--- src/design/lobm_pkg.sv ---
`timescale 1ns / 1ps
package lobm_pkg;

	localparam int QTY_W   = 32;
	localparam int SIZE_W  = 37;
	localparam int TNUM_W  = 32;
	localparam int ARR_W   = 32;
	localparam int OST_W   = 4;
	localparam int STORE_W = 3;

	localparam logic [1:0] MODE_ADD    = 2'd0;
	localparam logic [1:0] MODE_CANCEL = 2'd1;
	localparam logic [1:0] MODE_MODIFY = 2'd2;
	localparam logic [1:0] MODE_QUERY  = 2'd3;

	localparam logic [1:0] TYPE_LIMIT  = 2'd0;
	localparam logic [1:0] TYPE_MARKET = 2'd1;
	localparam logic [1:0] TYPE_IOC    = 2'd2;
	localparam logic [1:0] TYPE_FOK    = 2'd3;

	// stored per-id status
	localparam logic [STORE_W-1:0] ST_UNUSED = 3'd0;
	localparam logic [STORE_W-1:0] ST_NEW    = 3'd1;
	localparam logic [STORE_W-1:0] ST_PART   = 3'd2;
	localparam logic [STORE_W-1:0] ST_FILL   = 3'd3;
	localparam logic [STORE_W-1:0] ST_CANC   = 3'd4;
	localparam logic [STORE_W-1:0] ST_REJ    = 3'd5;

	// reported status
	localparam logic [OST_W-1:0] OUT_NONE    = 4'd0;
	localparam logic [OST_W-1:0] OUT_CANC    = 4'd3;
	localparam logic [OST_W-1:0] OUT_REJ     = 4'd4;
	localparam logic [OST_W-1:0] OUT_UNKNOWN = 4'd5;
	localparam logic [OST_W-1:0] OUT_DUP     = 4'd6;
	localparam logic [OST_W-1:0] OUT_NOTREST = 4'd7;
	localparam logic [OST_W-1:0] OUT_FULL    = 4'd8;

	localparam logic KIND_TRADE  = 1'b0;
	localparam logic KIND_REPORT = 1'b1;

	typedef struct packed {
		logic               load;
		logic               mem_rd;
		logic               clr_step;
		logic               scan_start;
		logic               scan_step;
		logic               size_pass;
		logic               stat_wr;
		logic [STORE_W-1:0] stat_val;
		logic               fill_calc;
		logic               fill_apply;
		logic               rest;
		logic               remove;
		logic               mod_load;
		logic               out_report;
		logic [OST_W-1:0]   rpt_code;
	} cmd_t;

	typedef struct packed {
		logic               clr_last;
		logic               scan_last;
		logic               out_busy;
		logic [1:0]         mode;
		logic [1:0]         otype;
		logic [STORE_W-1:0] stat;
		logic               invalid;
		logic               free_found;
		logic               rest_found;
		logic               fok_short;
		logic               best_found;
		logic               rem_zero;
		logic               rem_full;
		logic               mod_bad;
	} sts_t;

endpackage

--- src/design/lobm_ctrl.sv ---
`timescale 1ns / 1ps
module lobm_ctrl (
	input  logic           clk,
	input  logic           arst_n,
	input  logic           in_fire,
	output logic           ready,
	output lobm_pkg::cmd_t cmd,
	input  lobm_pkg::sts_t sts
);
	import lobm_pkg::*;

	localparam logic [3:0] S_CLR    = 4'd0;
	localparam logic [3:0] S_IDLE   = 4'd1;
	localparam logic [3:0] S_RD     = 4'd2;
	localparam logic [3:0] S_START  = 4'd3;
	localparam logic [3:0] S_SCAN   = 4'd4;
	localparam logic [3:0] S_DEC    = 4'd5;
	localparam logic [3:0] S_MATCH  = 4'd6;
	localparam logic [3:0] S_FCALC  = 4'd7;
	localparam logic [3:0] S_FEMIT  = 4'd8;
	localparam logic [3:0] S_FINISH = 4'd9;
	localparam logic [3:0] S_EMIT   = 4'd10;

	localparam logic [1:0] PH_FIRST = 2'd0;
	localparam logic [1:0] PH_MATCH = 2'd1;
	localparam logic [1:0] PH_TOP   = 2'd2;
	localparam logic [1:0] PH_SIZE  = 2'd3;

	logic [3:0]       state_q, state_d;
	logic [1:0]       ph_q, ph_d;
	logic [OST_W-1:0] code_q, code_d;
	logic [STORE_W-1:0] fin_st;

	assign ready = (state_q == S_IDLE);

	always_comb begin
		state_d = state_q;
		ph_d    = ph_q;
		code_d  = code_q;
		cmd     = '0;
		fin_st  = ST_CANC;
		unique case (state_q)
			S_CLR: begin
				cmd.clr_step = 1'b1;
				if (sts.clr_last) state_d = S_IDLE;
			end
			S_IDLE: begin
				if (in_fire) begin
					cmd.load = 1'b1;
					state_d  = S_RD;
				end
			end
			S_RD: begin
				cmd.mem_rd = 1'b1;
				ph_d       = PH_FIRST;
				state_d    = S_START;
			end
			S_START: begin
				cmd.scan_start = 1'b1;
				cmd.size_pass  = (ph_q == PH_SIZE);
				state_d        = S_SCAN;
			end
			S_SCAN: begin
				cmd.scan_step = 1'b1;
				cmd.size_pass = (ph_q == PH_SIZE);
				if (sts.scan_last) begin
					case (ph_q)
						PH_FIRST: state_d = S_DEC;
						PH_MATCH: state_d = S_MATCH;
						PH_TOP: begin
							ph_d    = PH_SIZE;
							state_d = S_START;
						end
						default: state_d = S_EMIT;
					endcase
				end
			end
			S_DEC: begin
				// default: go report the top of book
				ph_d    = PH_TOP;
				state_d = S_START;
				unique case (sts.mode)
					MODE_ADD: begin
						if (sts.stat != ST_UNUSED) begin
							code_d = OUT_DUP;
						end else begin
							cmd.stat_wr  = 1'b1;
							cmd.stat_val = ST_REJ;
							if (sts.invalid) begin
								code_d = OUT_REJ;
							end else if (sts.otype == TYPE_LIMIT && !sts.free_found) begin
								code_d = OUT_FULL;
							end else if (sts.otype == TYPE_FOK && sts.fok_short) begin
								code_d = OUT_REJ;
							end else begin
								state_d = S_MATCH;
								ph_d    = PH_MATCH;
							end
						end
					end
					MODE_CANCEL: begin
						if (!sts.rest_found) begin
							code_d = OUT_NOTREST;
						end else begin
							cmd.remove   = 1'b1;
							cmd.stat_wr  = 1'b1;
							cmd.stat_val = ST_CANC;
							code_d       = OUT_CANC;
						end
					end
					MODE_MODIFY: begin
						if (!sts.rest_found) begin
							code_d = OUT_NOTREST;
						end else if (sts.mod_bad) begin
							code_d = OUT_REJ;
						end else begin
							// pull the order and re-enter it as a fresh limit add
							cmd.remove   = 1'b1;
							cmd.mod_load = 1'b1;
							ph_d         = PH_FIRST;
						end
					end
					MODE_QUERY: begin
						if (sts.stat == ST_UNUSED || sts.stat > ST_REJ)
							code_d = OUT_UNKNOWN;
						else
							code_d = {1'b0, sts.stat} - 4'd1;
					end
					default: code_d = OUT_UNKNOWN;
				endcase
			end
			S_MATCH: begin
				if (!sts.rem_zero && sts.best_found) state_d = S_FCALC;
				else state_d = S_FINISH;
			end
			S_FCALC: begin
				cmd.fill_calc = 1'b1;
				state_d       = S_FEMIT;
			end
			S_FEMIT: begin
				if (!sts.out_busy) begin
					cmd.fill_apply = 1'b1;
					ph_d           = PH_MATCH;
					state_d        = S_START;
				end
			end
			S_FINISH: begin
				if (sts.rem_zero) begin
					fin_st = ST_FILL;
				end else if (sts.otype == TYPE_LIMIT) begin
					fin_st   = sts.rem_full ? ST_NEW : ST_PART;
					cmd.rest = sts.free_found;
				end
				cmd.stat_wr  = 1'b1;
				cmd.stat_val = fin_st;
				code_d       = {1'b0, fin_st} - 4'd1;
				ph_d         = PH_TOP;
				state_d      = S_START;
			end
			S_EMIT: begin
				if (!sts.out_busy) begin
					cmd.out_report = 1'b1;
					state_d        = S_IDLE;
				end
			end
			default: state_d = S_IDLE;
		endcase
		cmd.rpt_code = code_q;
	end

	always_ff @(posedge clk or negedge arst_n) begin
		if (!arst_n) begin
			state_q <= S_CLR;
			ph_q    <= PH_FIRST;
			code_q  <= OUT_NONE;
		end else begin
			state_q <= state_d;
			ph_q    <= ph_d;
			code_q  <= code_d;
		end
	end

endmodule

--- config.mk ---
export PLATFORM = sky130hd
export DESIGN_NAME = lobm_ctrl
export DESIGN_NICKNAME = d
export VERILOG_FILES = /design/src/design/lobm_pkg.sv /design/src/design/lobm_ctrl.sv
export SDC_FILE = /design/constraint.sdc
export NUM_CORES = 1
export LEC_CHECK = 0
export BUFFER_PORTS_ARGS = -buffer_cell sky130_fd_sc_hd__buf_2
export CAP_MARGIN = 20
export CORE_MARGIN = 2
export CORE_UTILIZATION = 45
export DETAILED_ROUTE_END_ITERATION = 8
export PLACE_DENSITY = 0.83
export SLEW_MARGIN = 20
export SYNTH_ARGS = -nofsm -noshare
export SYNTH_HDL_FRONTEND = slang
export SYNTH_SLANG_ARGS = --single-unit
--- constraint.sdc ---
create_clock -name clk -period 1.8 [get_ports clk]
set_input_delay 0.27 -clock clk [delete_from_list [all_inputs] [get_ports clk]]
set_output_delay 0.27 -clock clk [all_outputs]
set_load 0.03 [all_outputs]
Word level (Yosys, flattened, before mapping)

Index checks and enable logic that the tools add are counted.

Latch bits: 0
ROM bits: 0
Bits of input ports: 21
Word-level logic and storage cells: 112
Register bits after elaboration: 10
Bits in writable memories: 0
Memories kept: 0

Div/mod/pow operators: 0
Bitwise logic cells: 0
Shift operators: 0
Eq/ne operators: 25
Multiply operators: 0
Add/sub/neg operators: 2
Reductions and logical operators: 19
Mux-type cells: 62
$lt $le $gt $ge: 1

Operator list:

| kind                                                                | count |
|---|---|
| 4-bit 2-to-1 mux                                                    | 15 |
| 4-bit one-hot mux with 10 select lines                              | 1 |
| 3-bit 2-to-1 mux                                                    | 9 |
| 2-bit 2-to-1 mux                                                    | 13 |
| 4-bit one-hot mux with 2 select lines                               | 3 |
| 4-bit by 3-bit == test with 1-bit output (second input constant)    | 4 |
| 1-bit 2-to-1 mux                                                    | 16 |
| 4-bit one-hot mux with 4 select lines                               | 1 |
| 4-bit == test (second input constant)                               | 3 |
| 4-bit one-hot mux with 3 select lines                               | 1 |
| 2-bit == test (second input constant)                               | 5 |
| 2-bit inequality test (second input constant)                       | 5 |
| 2-bit one-hot mux with 5 select lines                               | 1 |
| 4-bit by 2-bit == test with 1-bit output (second input constant)    | 2 |
| 3-bit by 1-bit subtractor with 4-bit output (second input constant) | 2 |
| 2-bit zero test                                                     | 3 |
| 6-bit inequality test (second input constant)                       | 1 |
| 5-bit AND reduction                                                 | 1 |
| 5-bit nonzero test                                                  | 1 |
| 2-bit by 1-bit == test with 1-bit output (second input constant)    | 2 |
| 4-bit by 1-bit == test with 1-bit output (second input constant)    | 1 |
| 4-bit zero test                                                     | 1 |
| 4-bit inequality test (second input constant)                       | 1 |
| 2-bit one-hot mux with 2 select lines                               | 1 |
| 12 further kinds                                                    | 16 |

Depth between registers and ports, before layout

Depth after elaboration: 8
Gate-level depth with buffers: 8

Least setup slack after synthesis

OpenSTA, ideal clock, no wires.

Kind: reg-to-output
Start point: register state_q[3]
End point: output port cmd[17] in the netlist's numbering
Path slack: -0.175 ns
Cell stages (with the launch flop): 4
Path buffers: 2
Required time: 1.530 ns
Arrival time: 1.705 ns
Path through: dfrtp_1 -> buf_4 -> clkbuf_1 -> nor4_1

RTL lines:

| what                   | RTL line         | RTL |
|---|---|---|
| from (decl)            | lobm_ctrl.sv:29  | `logic [3:0] state_q, state_d;` |
| from (signal assigned) | lobm_ctrl.sv:177 | `state_q <= state_d;` |
| to (decl)              | lobm_ctrl.sv:7   | `output lobm_pkg::cmd_t cmd,` |

==> qor.yml <==
outcome: "finished, final reports clean"
grt-ovfl-total: 0
min_to: "state_q[2]$_DFFE_PN0P_"
synth_ff_type: "dfrtp_1"
die_width_um: 55.6
numCtsBuffers: 3
rsz0062_at_grt: "yes"
track_usage_pct: 22.1
leakage_nw: 0.785
critPathSlowestCell: "dfrtp_2"
synthMuxAreaShare_pct: 2.61
critPathBufInv: 1
min_period_over_period_pct: 99.9
cts_tree: "built"
dp_cells: 239
clock_sinks: 10
critPathTopFamily: "flip-flops"
finalHoldViolCount: 0
clk_path_buf_depth: 2
die_area_mm2: 0.00309
drt_pass1_iterations: 4
dp_hpwl_mm: 2.79
swShare_pct: 49.7
cts.clk_slew.worst_paths_ns: 0.06
hp-class: "in2reg"
setup_slack_ns: 0.00239
grt_pass1_wl_mm: 5.66
worstPathRequired_ns: 1.53
p_int_mw: 1.03
core-area_mm2: 0.00250
drc: 0
pwr-share-seq_pct: 21.4
synth_fa_ha_area_share_pct: 8.35
ys_seq_area_share_pct: 20.9
critPathCaptureType: "output port"
async_reset_ff_share_pct: 100
p_sw_mw: 1.02
die_y_um: 55.6
peakVddDrop_mv: 0.813
clock_latency_ns: 0.26
synth_top_family_by_area: "simple AND/OR/NAND/NOR gates"
area_growth_pct: 37.7
synth_cells: 162
fin_tns_setup_ns: 0
drt_wl_total_mm: 3.51
via_per_inst: 5.74
worst_slew_pin_slew_ns: 0.317
yosysUniqueCellTypes: 47
synth-simple-area-share_pct: 36.8
insertedDiodeCount: 0
cpPeakStageDelay_ns: 0.48
min_period_ns: 1.80
synth_xor_area_share_pct: 0.731
max_slew_margin_pct: 78.9
gp_congestion: 0.966
setup.worst_path.class: "reg2out"
start_kind: "flip-flop"
fmax_mhz: 556
p_per_area_mw_per_mm2: 1240
synth_compound_area_share_pct: 23.5
layout_common_cells: "35 x buf_2, 21 x buf_4, 17 x nand2_1"
cp_max_fo: 7
synth_top_area_share_pct: 20.9
synth_edf_count: 0
std_cell_rows: 18
r2r_slack_ns: 0.08
vias: 1419
regToRegEndpoint: "ph_q[1]$_DFFE_PN0P_"
grt_pass1_vias: 1328
r2r_cells: 6
final_nets: 247
pwr-share-comb_pct: 68.9
yosysWarningCount: 0
crit_arrival_ns: 1.53
synthesis.area_mm2: 0.00120
maxSlewViolCount: 0
synth.top_cells.by_area: "dfrtp_1 21%, ha_1 8.4%, nor3_1 7.1%"
hold_depth: 3
ys_seq_elements: 10
drtAntennaViolNets: 0
cts-htree-levels: 1
r2r_start: "state_q[0]$_DFFE_PN0P_"
grt_start_max_net_pins: 15
finalSetupViolCount: 0
drtIter0Drc: 60
syn_nets: 191
synth_top_area_cell: "dfrtp_1"
start_util_pct: 47.9
crit_chain: "nor2b_2, nand2_2, o31ai_2, buf_4"
maxCapViolCount: 0
post-place-ws_ns: 0.0203
routedWlPerCell_um: 14.2
fin_cells: 247
clockRootBuffer: "clkbuf_4"
holdWs_ns: 0.335
finClkSkew_ns: 0.00495
io_buffer_count: 41
p_clk_share_pct: 9.7
io-pin-count: 42
p_total_mw: 2.05
min_from: "sts[16]"
final_common_cell: "buf_2"
drive_gt1_share_pct: 41.0
avgSynthCellArea_um2: 7.40
antenna_found_initial: 0
==> final cells by class <==
type | instances | area, um^2
inverter | 9 | 36.3
fill | 234 | 850
clock buffer | 4 | 36.3
timing repair buffer | 59 | 365
sequential | 10 | 255
tap | 30 | 37.5
multi-input combinational | 135 | 920
==> power by group through the flow <==
stage          logic [mW]  clock network (mW)  registers [mW]
2_1_floorplan       0.887                   0           0.454
3_3_place_gp         1.29                   0           0.425
3_5_place_dp         1.31                   0           0.424
4_1_cts              1.32               0.204           0.429
5_1_grt              1.53               0.215           0.455
6_report             1.41               0.198           0.439
==> synthesized netlist by cell type (2+ instances only) <==
cell type and count:
buf_2 2, nand2b_1 6, nor4_1 2, nand4_1 2
ha_1 8, a21oi_1 11, mux2i_1 2, nand2_1 19
nor2b_1 5, buf_6 2, nor3_1 17, dfrtp_1 10
a31oi_1 2, a211oi_1 2, inv_1 9, o21ai_0 10
o211ai_1 3, nand3b_1 2, nand3_1 4, nor2_1 13
and3_1 3, clkbuf_1 3
==> what timing repair did <==
item,4_1_cts,5_1_grt
hold buffers,1,0
cloned,0,0
pin swaps,1,3
endpoints found under the hold margin,10,0
setup endpoints to repair,10,11
gates resized for setup,7,16
buffers inserted,0,3
==> routing by layer <==
| metal | global-route usage (%) | up-vias | wire (um) |
|---|---|---|---|
| li1 | - | 697 | - |
| met1 | 27.6 | 638 | 1420 |
| met2 | 39.8 | 78 | 1770 |
| met3 | 3.72 | 6 | 266 |
| met4 | 4.18 | 0 | 58 |
| met5 | 0 | - | 0 |
==> worst register-to-register path: stages, from the launching register on <==
cell	delay, ns
dfrtp_2	0.49
buf_4	0.17
buf_4	0.15
a21oi_1	0.11
nor3_1	0.07
o31ai_2	0.26
mux2_2	0.37
==> state kept, by name (all words and copies together), names as in the netlist <==
signal	flops
ph_q	2
state_q	4
code_q	4
==> worst max path at each step <==
stage	from	to	slack, ns	cells past startpoint
after global placement	sts[13]	code_q[3]$_DFFE_PN0P_	0.07	6
after global routing	state_q[0]$_DFFE_PN0P_	cmd[12]	-0.08	4
after CTS	state_q[3]$_DFFE_PN0P_	cmd[10]	0.009	5
final	state_q[0]$_DFFE_PN0P_	cmd[12]	0.002	4
after floorplan	state_q[3]$_DFFE_PN0P_	cmd[12]	0.06	4
after detailed placement	sts[8]	code_q[0]$_DFFE_PN0P_	0.02	8
==> per-stage QoR <==
stage / area, um^2 / utilization [%]
final: 1650 / 66.0
after global routing: 1650 / 66.0
after CTS: 1590 / 63.4
after detailed placement: 1530 / 61.1
after global placement: 1530 / 61.1
after floorplan: 1230 / -
==> kinds of logic (layout without fill, tap and decap cells) <==
family	Yosys count	in the layout
buffers and inverters	17	72
AOI/OAI and AO/OA	41	41
adders and majority gates	8	8
muxes	3	3
DFF	10	10
xor gates and xnor gates	1	1
and+or+nand+nor	82	82
Note: power is estimated with default switching activity, not from simulation.
